<file path="src/design/lkv_pkg.sv">
// ----------------------------------------------------------------------------
// LRU key/value cache package
// Shared widths, codes, entry and cell control types, and a saturating counter helper.
// ----------------------------------------------------------------------------
`timescale 1ns / 1ps
`default_nettype none

package lkv_pkg;

  localparam int HANDLE_W      = 32;
  localparam int LEN_W         = 12;
  localparam int COUNT_W       = 32;
  localparam int ENTRY_COUNT_W = 8;
  // Position bus wide enough for the largest supported capacity (1024)
  localparam int LIMIT_W       = 10;
  localparam int DEF_CAPACITY  = 128;

  localparam logic [LEN_W-1:0] MAX_KEY_LEN_RST   = 12'd64;
  localparam logic [LEN_W-1:0] MAX_VALUE_LEN_RST = 12'd1024;

  typedef enum logic [1:0] {
    OP_GET    = 2'd0,
    OP_SET    = 2'd1,
    OP_DELETE = 2'd2,
    OP_CLEAR  = 2'd3
  } op_t;

  typedef enum logic [1:0] {
    STS_DONE   = 2'd0,
    STS_MISS   = 2'd1,
    STS_REJECT = 2'd2
  } status_t;

  typedef enum logic {
    CFG_MAX_KEY_LEN   = 1'b0,
    CFG_MAX_VALUE_LEN = 1'b1
  } cfg_idx_t;

  typedef enum logic [1:0] {
    ST_IDLE,
    ST_LOOKUP,
    ST_UPDATE
  } state_t;

  // Cell row actions: push moves entries towards the old end up to a limit,
  // pull closes a gap from the old end down to a limit.
  typedef enum logic [1:0] {
    ACT_HOLD,
    ACT_PUSH,
    ACT_PULL,
    ACT_CLEAR
  } act_t;

  typedef struct packed {
    logic                valid;
    logic [HANDLE_W-1:0] key;
    logic [HANDLE_W-1:0] value;
  } entry_t;

  typedef struct packed {
    act_t               act;
    logic [LIMIT_W-1:0] limit;
  } cell_ctl_t;

  function automatic logic [COUNT_W-1:0] sat_inc(input logic [COUNT_W-1:0] c);
    return (c == '1) ? c : c + 1'b1;
  endfunction

endpackage

`default_nettype wire

</file>
<file path="src/design/lkv_cell.sv">
// ----------------------------------------------------------------------------
// LRU cache cell
// One slot of the recency-ordered row: holds an entry, compares its key and
// takes the entry of either neighbour when the row shifts.
// ----------------------------------------------------------------------------
`timescale 1ns / 1ps
`default_nettype none

module lkv_cell #(
  parameter int IDX = 0
) (
  input  wire logic                          clk,
  input  wire logic                          rst_n,
  input  wire lkv_pkg::cell_ctl_t            ctl,
  input  wire logic [lkv_pkg::HANDLE_W-1:0]  cmp_key,
  input  wire lkv_pkg::entry_t               left_i,
  input  wire lkv_pkg::entry_t               right_i,
  output lkv_pkg::entry_t                    ent_o,
  output logic                               match_o
);

  localparam logic [lkv_pkg::LIMIT_W-1:0] MY_POS = lkv_pkg::LIMIT_W'(IDX);

  logic                         valid_r, valid_nxt;
  logic [lkv_pkg::HANDLE_W-1:0] key_r, key_nxt;
  logic [lkv_pkg::HANDLE_W-1:0] value_r, value_nxt;

  always_comb begin
    valid_nxt = valid_r;
    key_nxt   = key_r;
    value_nxt = value_r;
    unique case (ctl.act)
      lkv_pkg::ACT_HOLD: begin
      end
      lkv_pkg::ACT_PUSH: begin
        if (MY_POS <= ctl.limit) begin
          valid_nxt = left_i.valid;
          key_nxt   = left_i.key;
          value_nxt = left_i.value;
        end
      end
      lkv_pkg::ACT_PULL: begin
        if (MY_POS >= ctl.limit) begin
          valid_nxt = right_i.valid;
          key_nxt   = right_i.key;
          value_nxt = right_i.value;
        end
      end
      lkv_pkg::ACT_CLEAR: begin
        valid_nxt = 1'b0;
      end
      default: begin
      end
    endcase
  end

  always_ff @(posedge clk) begin
    if (!rst_n) begin
      valid_r <= 1'b0;
    end else begin
      valid_r <= valid_nxt;
    end
  end

  always_ff @(posedge clk) begin
    key_r   <= key_nxt;
    value_r <= value_nxt;
  end

  assign ent_o.valid = valid_r;
  assign ent_o.key   = key_r;
  assign ent_o.value = value_r;
  assign match_o     = valid_r && (key_r == cmp_key);

endmodule

`default_nettype wire

</file>
<file path="config.mk">
export PLATFORM = sky130hd
export DESIGN_NAME = lkv_cell
export DESIGN_NICKNAME = d
export VERILOG_FILES = /design/src/design/lkv_pkg.sv /design/src/design/lkv_cell.sv
export SDC_FILE = /design/constraint.sdc
export NUM_CORES = 1
export LEC_CHECK = 0
export ABC_CLOCK_PERIOD_IN_PS = 13500
export BUFFER_PORTS_ARGS = -buffer_cell sky130_fd_sc_hd__buf_2
export CORE_AREA = 8 8 105 107
export DETAILED_ROUTE_END_ITERATION = 10
export DIE_AREA = 0 0 113 115
export GPL_TIMING_DRIVEN = 0
export PLACE_DENSITY_LB_ADDON = 0.12
export SLEW_MARGIN = 20
export SYNTH_ARGS = -nofsm -noshare
export SYNTH_HDL_FRONTEND = slang
export SYNTH_SLANG_ARGS = --single-unit
</file>
<file path="constraint.sdc">
create_clock -name clk -period 13.5 [get_ports clk]
set_input_delay 2.025 -clock clk [delete_from_list [all_inputs] [get_ports clk]]
set_output_delay 2.025 -clock clk [all_outputs]
set_load 0.03 [all_outputs]
</file>
# [Word-level counts from Yosys, hierarchy flattened]
# Index checks and enable logic that the tools add are counted.
[word_totals] output_inout_bits=66 wordCells=25 input_bits=176 ff_bits=65
[op_classes] n_reduce_logical=5 n_eq_ne=6 mux=9 magnitude_cmp=2
[op_table] cell="two-way mux 32 bit" count=4
[op_table] cell="one-hot mux 32 bit (2 select lines)" count=2
[op_table] cell="== test 32 bit" count=1
[op_table] cell=">= comparator 1 x 10 -> 1 bit, first input constant" count=1
[op_table] cell="<= comparator 1 x 10 -> 1 bit, first input constant" count=1
[op_table] cell="AND reduction 3 bit" count=2
[op_table] cell="== test 2 bit, second input constant" count=2
[op_table] cell="!= test 2 bit, second input constant" count=2
[op_table] cell="one-hot mux 1 bit (3 select lines)" count=1
[op_table] cell="nonzero test 3 bit" count=1
[op_table] cell="== test 2 x 1 -> 1 bit, second input constant" count=1
[op_table] cell="two-way mux 1 bit" count=2
[op_table] cell="nonzero test 2 bit" count=1
[op_table] cell="logical AND 1 bit" count=1

# [Logic depth before layout (Yosys ltp)]
# Gate-level depths: netlist of run 1.
[logic_depth] ltp_word=3 ltp_mapped=5 depth_no_buf=4

# [Least setup slack after synthesis of run 1]
# Ideal clock, no wire load.
[synth_timing] path_type="input to register" startpoint="in ctl[3] (netlist name)" endpoint="reg key_r[0] (netlist name) (enable)" arrival_time_ns=5.542 slack_ns=7.451 required_time_ns=12.993 path_stages=3 n_path_buf=0 setup_time_ns=0.507 path_cell_list="nor4_2 -> a31oi_1 -> a21oi_1"
[synth_between] elab_chain_cells=3 word_cells_on_any_way=5 classes_between="2 x order compare; 2 x eq/ne; 1 x reduce/logical"
[synth_rtl] element="start, declared" line_no="lkv_cell.sv:14" rtl="input wire lkv_pkg::cell_ctl_t ctl,"
[synth_rtl] element=">= comparator 1 x 10 -> 1 bit / <= comparator 1 x 10 -> 1 bit (equally long branches)" line_no="lkv_cell.sv:43, lkv_cell.sv:36"
[synth_rtl] element="!= test 2 bit (no source line)"
[synth_rtl] element="AND reduction 3 bit (no source line) (*)"
[synth_rtl] element="end signal, assigned" line_no="lkv_cell.sv:66" rtl="key_r <= key_nxt;"
[synth_rtl] element="end, declared" line_no="lkv_cell.sv:25" rtl="logic [lkv_pkg::HANDLE_W-1:0] key_r, key_nxt;"
# Mark *: on every way between the ends. The rest lies on a longest branch, timed or not.
# A chain may end at the register's enable or synchronous reset.

# [Worst setup path after layout of run 1]
[layout_timing] startpoint="in cmp_key[21] (netlist name)" endpoint="out match_o"
[layout_between] elab_chain_cells=2
[layout_rtl] element="start, declared" line_no="lkv_cell.sv:15" rtl="input wire logic [lkv_pkg::HANDLE_W-1:0] cmp_key,"
[layout_rtl] element="== test 32 bit" line_no="lkv_cell.sv:73" rtl="assign match_o = valid_r && (key_r == cmp_key);"
[layout_rtl] element="logical AND 1 bit" line_no="lkv_cell.sv:73"
[layout_rtl] element="end, declared" line_no="lkv_cell.sv:19" rtl="output logic match_o"
# Every way passes these cells.

==> results of run 1 <==
[per-layer routing]
metal / vias to the layer above / global-route usage [%]
met5: - / 0
met4: 0 / 5.950
met3: 11 / 8.929
met2: 140 / 26.71
met1: 1161 / 15.01
li1: 1242 / -
[metrics by stage]
stage	instance area (sq um)	cells	hold WS (ns)	utilization [%]
6_report	4750	563	0.6480	50.21
5_1_grt	4750	563	0.6955	50.21
4_1_cts	4750	563	0.6605	50.21
3_5_place_dp	4607	549	0.6448	48.70
3_3_place_gp	4513	546	0.6330	47.71
2_1_floorplan	3164	191	0.5663	-
[worst max-delay path: cells and delay by family]
kind | cells | cell delay (ns)
simple gates | 3 | 0.86
buf+inv | 2 | 0.33
xor+xnor | 1 | 0.16
[worst paths after layout]
kind             end  slack, ns  depth (start not counted)
min          valid_r       0.65                          2
max reg2reg  valid_r      12.68                          2
max          match_o       8.09                          6
min reg2reg  valid_r       0.65                          2
[sequential cells by signal, summed over array words and instances (netlist names)]
| register | count |
|---|---|
| value_r | 32 |
| valid_r | 1 |
| key_r | 32 |
[placed cells by master, fill, tap and decap left out]
| master | Yosys | final |
|---|---|---|
| clkbuf_1 | 0 | 3 |
| or2b_1 | 1 | 1 |
| inv_1 | 1 | 1 |
| nand4_1 | 1 | 1 |
| clkinv_1 | 0 | 2 |
| nand3_1 | 2 | 2 |
| edfxtp_1 | 64 | 64 |
| a221o_1 | 1 | 1 |
| xnor2_1 | 1 | 1 |
| xor2_1 | 31 | 31 |
| buf_6 | 5 | 5 |
| clkbuf_8 | 0 | 9 |
| nor2_1 | 1 | 1 |
| buf_2 | 1 | 242 |
| a31oi_1 | 1 | 1 |
| mux2_2 | 64 | 64 |
| buf_4 | 2 | 2 |
| dfxtp_1 | 1 | 1 |
| a21oi_4 | 0 | 1 |
| and3_1 | 1 | 1 |
| nor4_1 | 7 | 7 |
| nor4_2 | 1 | 1 |
| nor3_1 | 3 | 3 |
| buf_16 | 0 | 3 |
| nor4b_2 | 1 | 1 |
[area by class of cell]
class                   count  area, sq um
multi-input cells         117         1154
clock inverters             2        7.507
flip-flops and latches     65         1942
fillers                   871         4710
inverters                   1        3.754
clock buffers              12        135.1
repair buffers            244         1289
plain buffers               8        76.32
well taps                 114        142.6
[logic make-up (layout without fill, tap and decap cells)]
logic type	after synthesis	count (layout)	synth area share, %
buffers and inverters	9	267	2.530
xor gates and xnor gates	32	32	8.857
muxes	64	64	22.78
DFF	65	65	61.37
and+or+nand+nor	18	18	3.796
AOI/OAI and AO/OA	3	3	0.6722
[power breakdown]
group	switching, uW	internal (uW)
clock	68.5	63.6
combinational	73.0	55.1
sequential	8.41	245
==> impl_metrics.toml, run 1 <==
[outcome]
status = "finished clean"

[clock_tree]
cts.repair.resized = 0
cts_tree = "done"
hold_buffers = 0
cts_buffers = 9
cts_max_path_buffers = 2
root_buffer = "clkbuf_8"
h-tree-depth = 3
clk_pin_slew_ns = 0.06
worstSkewPairLatency_ns = 0.34
numClockSinks = 65
post_cts_buffers = 0

[routing]
highest_layer = "met4"
vias = 2554
ant_nets = 0
routed_wl_mm = 10.26
drc = 0
dr_wl_met2_mm = 5.169
routedWlPerCell_um = 18.23
drtIter0Drc = 58
dr.pass1.iters = 4
wl_met1_mm = 3.678
avgViaCountPerCell = 4.536
wl_met3_mm = 1.266

[global_routing]
grt_pass1_wl_mm = 15.11
gr-total-overflow = 0
grt_max_degree = 22
grt_antenna_before_repair = 0
grt_usage_pct = 15.44
first_global_vias = 2901

[timing]
setup_viol = 0
final-hold-violation-count = 0
period_needed_ns = 5.412
max_slew.worst_pin.slew_ns = 0.5409
slew_headroom_pct = 63.86
drv_slew = 0
min_period_over_period_pct = 40.09
fin_skew_ns = 0
max_freq_ghz = 0.1848
setup_ws_ns = 8.088
rsz0062_at_grt = "no"
fin_setup_tns_ns = 0

[synthesis]
synth_top_flop_cell = "edfxtp_1"
synth_edf_count = 64
netlist_top_cells_count = "64 x edfxtp_1, 64 x mux2_2, 31 x xor2_1, 7 x nor4_1, 5 x buf_6"
yosys-top-cells-area = "edfxtp_1 61%, mux2_2 23%, xor2_1 8.6%"
ys_async_sr_fraction_pct = 0
synthCells = 191
syn_nets = 367
yosys.area.top_type = "edfxtp_1"
synth_top_area_share_pct = 60.74
ys_seq_area_share_pct = 61.37
ys_ff_latch = 65
ys_types = 21
avgSynthCellArea_sq_um = 16.57
synthesis.area_sq_um = 3164
ys.warnings.count = 0

[floorplanning]
pin_count = 242
initial_core_util_pct = 33.45
design.die.area_sq_um = 13000
fp-row-count = 36
die_y_um = 115
die_w_um = 113
core_area_sq_um = 9459

[critical_path]
critPathMostFrequentCell = "buf_2"
cp-start-kind = "primary input"
path_max_fanout = 1
critPathKind = "in -> out"
critPathArrivalTime_ns = 3.39
critPathRequiredTime_ns = 11.48
critical_path.cell_chain = "buf_2 -> xor2_1 -> nor4_1 -> nand4_1 -> nor3_1 -> buf_2"
max_stage_delay_ns = 0.46
cp_slowest_cell = "nor4_1"
critPathLaunch = "cmp_key[21]"
r2r-start = "valid_r"
end_kind = "primary output"

[final_layout]
area.growth.synth_to_final_pct = 50.10
drive_gt1_share_pct = 73.05
fin_nets = 622
antenna_cells = 0

[place]
finalWeightedCongestion = 0.8107
dpl.hpwl_mm = 8.506
port_buffers = 241
dp_slack_ns = 8.075

[worst_hold_path]
holdCritPathClass = "reg -> reg"
min-delay-start = "valid_r"

[power]
irDropWorstVdd_v = 0.00004561
p_total_uw = 513.9
p_per_area_nw_per_um2 = 108.2
cellLeakagePower_uw = 0.002134

[flow_run]
maxCapViolCount = 0
No activity file was read; power rests on OpenSTA's default activity.
==> run 2, diff against run 1 <==
--- a/config.mk
+++ b/config.mk
@@ -5,11 +5,12 @@
 export SDC_FILE = /design/constraint.sdc
 export NUM_CORES = 1
 export LEC_CHECK = 0
-export ABC_CLOCK_PERIOD_IN_PS = 13500
+export ABC_AREA = 1
+export ABC_CLOCK_PERIOD_IN_PS = 5400
 export BUFFER_PORTS_ARGS = -buffer_cell sky130_fd_sc_hd__buf_2
-export CORE_AREA = 8 8 105 107
+export CORE_AREA = 8 8 112 114
 export DETAILED_ROUTE_END_ITERATION = 10
-export DIE_AREA = 0 0 113 115
+export DIE_AREA = 0 0 120 122
 export GPL_TIMING_DRIVEN = 0
 export PLACE_DENSITY_LB_ADDON = 0.12
 export SLEW_MARGIN = 20
==> constraint.sdc (replaced) <==
create_clock -name clk -period 5.4 [get_ports clk]
set_input_delay 0.81 -clock clk [delete_from_list [all_inputs] [get_ports clk]]
set_output_delay 0.81 -clock clk [all_outputs]
set_load 0.03 [all_outputs]
==> run 2 against run 1 <==
Effect of this change:
- flip-flop and latch count unchanged
- clock power rose to 3.3 times the previous value
- area after synthesis up 17%
- core utilization down 0.67 points
- die area up 13%
- critical endpoint unchanged
- largest cell class unchanged
==> impl_metrics.toml, run 2 <==
[critical_path]
end_kind = "primary output"
critPathArrivalTime_ns = 1.79
path_max_fanout = 2
critPathRequiredTime_ns = 4.59
critPathKind = "in -> out"
cp-start-kind = "primary input"

[clock_tree]
h-tree-depth = 3
cts.repair.resized = 0
numClockSinks = 65
root_buffer = "clkbuf_8"
worstSkewPairLatency_ns = 0.33
cts_buffers = 9
post_cts_buffers = 0
hold_buffers = 0
cts_tree = "done"
cts_max_path_buffers = 2
clk_pin_slew_ns = 0.07

[global_routing]
grt_pass1_wl_mm = 16.95
gr-total-overflow = 0
grt_usage_pct = 15.12
grt_antenna_before_repair = 2
grt_max_degree = 36
first_global_vias = 3303

[synthesis]
netlist_top_cells_count = "64 x edfxtp_1, 64 x nand2_1, 60 x mux2_4, 37 x inv_1, 31 x nor2_1"
synthCells = 293
yosys-top-cells-area = "edfxtp_1 52%, mux2_4 24%, nand2_1 6.5%"
ys.warnings.count = 0
synth_edf_count = 64
ys_seq_area_share_pct = 52.61
yosys.area.top_type = "edfxtp_1"
synth_top_flop_cell = "edfxtp_1"
ys_types = 21
synth_top_area_share_pct = 52.07
syn_nets = 469
avgSynthCellArea_sq_um = 12.60
ys_async_sr_fraction_pct = 0
synthesis.area_sq_um = 3691
ys_ff_latch = 65

[final_layout]
final_cells = 690
final_util_pct = 49.54
antenna_cells = 0
area.growth.synth_to_final_pct = 43.59
layout_commonest_cell = "buf_2"
top_regs = "key_r (32), value_r (32), valid_r (1)"
layout_common_cells = "241 x buf_2, 64 x nand2_1, 64 x edfxtp_1"
fin_nets = 722
drive_gt1_share_pct = 59.64

[routing]
avgViaCountPerCell = 4.242
routedWlPerCell_um = 16.06
routed_wl_mm = 11.08
dr.pass1.iters = 4
vias = 2927
drtIter0Drc = 74
drc = 0
ant_nets = 0

[timing]
drv_slew = 0
period_needed_ns = 2.596
final-hold-violation-count = 0
max_slew.worst_pin.slew_ns = 0.4392
max_freq_ghz = 0.3852
slew_headroom_pct = 70.72
fin_skew_ns = 0
rsz0062_at_grt = "no"
fin_setup_tns_ns = 0
setup_viol = 0
min_period_over_period_pct = 48.08

[power]
p_per_area_nw_per_um2 = 270.7
cellLeakagePower_uw = 0.002785
irDropWorstVdd_v = 0.0001389

[floorplanning]
pin_count = 242
design.die.area_sq_um = 14640
die_y_um = 122
core_area_sq_um = 10700
initial_core_util_pct = 34.50
fp-row-count = 38
die_w_um = 120

[worst_hold_path]
holdCritPathClass = "reg -> reg"

[place]
finalWeightedCongestion = 0.7729
port_buffers = 241
dp_cells = 675
dpl.hpwl_mm = 9.164

[flow_run]
maxCapViolCount = 0

[outcome]
status = "finished clean"
## run 2: cell count changes in the layout (fill, tap and decap cells not counted), sizes merged, moves of 2 or more
cell | before | now
inv | 1 | 38
nor3 | 3 | 1
nand2 | 0 | 65
xor2 | 31 | 1
nand3 | 2 | 5
nor2 | 1 | 31
and2 | 0 | 2
buf | 252 | 249
o21a | 0 | 2
bufinv | 0 | 2
nor4 | 8 | 0
xnor2 | 1 | 9
## run 2: logic make-up after synthesis
group	synth area share, %
and+or+nand+nor	11.12
xor gates and xnor gates	2.373
AOI/OAI and AO/OA	0.9491
muxes	25.63
buffers and inverters	7.322
DFF	52.61
## run 2: power breakdown
group | internal (uW) | switching (uW) | total [uW] | leakage, uW
Clock | 256 | 179 | 434 | 0.000101
Sequential | 613 | 21.7 | 635 | 0.000622
Combinational | 163 | 203 | 366 | 0.00206
## run 2: final cells by class
class	instances	area (sq um)
fillers	1004	5398
flip-flops and latches	65	1942
multi-input cells	183	1486
repair buffers	242	1226
well taps	140	175.2
inverters	38	142.6
clock buffers	11	131.4
plain buffers	7	127.6
clock inverters	4	68.82
## run 2: critical path, stage by stage
cell and delay [ns]:
buf_2 0.09, inv_1 0.03, nand2_1 0.06, nand2_1 0.06, nor2_1 0.11, nand2_1 0.08
nor2_1 0.12, nand3_1 0.12, nor2_1 0.10, buf_2 0.21
## run 2: worst paths after layout
path,cells past startpoint,slack (ns),start,endpoint
hold reg to reg,2,0.50,valid_r,valid_r
setup / recovery,10,2.80,cmp_key[16],match_o
setup reg to reg,2,4.77,valid_r,valid_r
hold / removal,2,0.50,valid_r,valid_r
## run 2: metrics by stage
step / cell area [sq um] / worst slack, ns / hold WS (ns) / total power [uW]
4_1_cts: 5300 / 2.795 / 0.5039 / 1456
5_1_grt: 5300 / 2.641 / 0.5254 / 1506
3_5_place_dp: 5100 / 2.797 / 0.4937 / 1018
6_report: 5300 / 2.804 / 0.5048 / 1435
3_3_place_gp: 5072 / 1.410 / 0.4950 / 1012
2_1_floorplan: 3691 / 2.313 / 0.4742 / 873.6
## run 2: per-layer routing
metal / track usage, % / part of all wire (%) / wire length (um) / up-vias
met5: 0 / 0.18 / 20 / -
met4: 4.450 / 0.94 / 104 / 4
met3: 8.792 / 13 / 1461 / 9
met2: 25.22 / 47 / 5234 / 155
met1: 15.97 / 38 / 4261 / 1272
li1: - / - / - / 1487
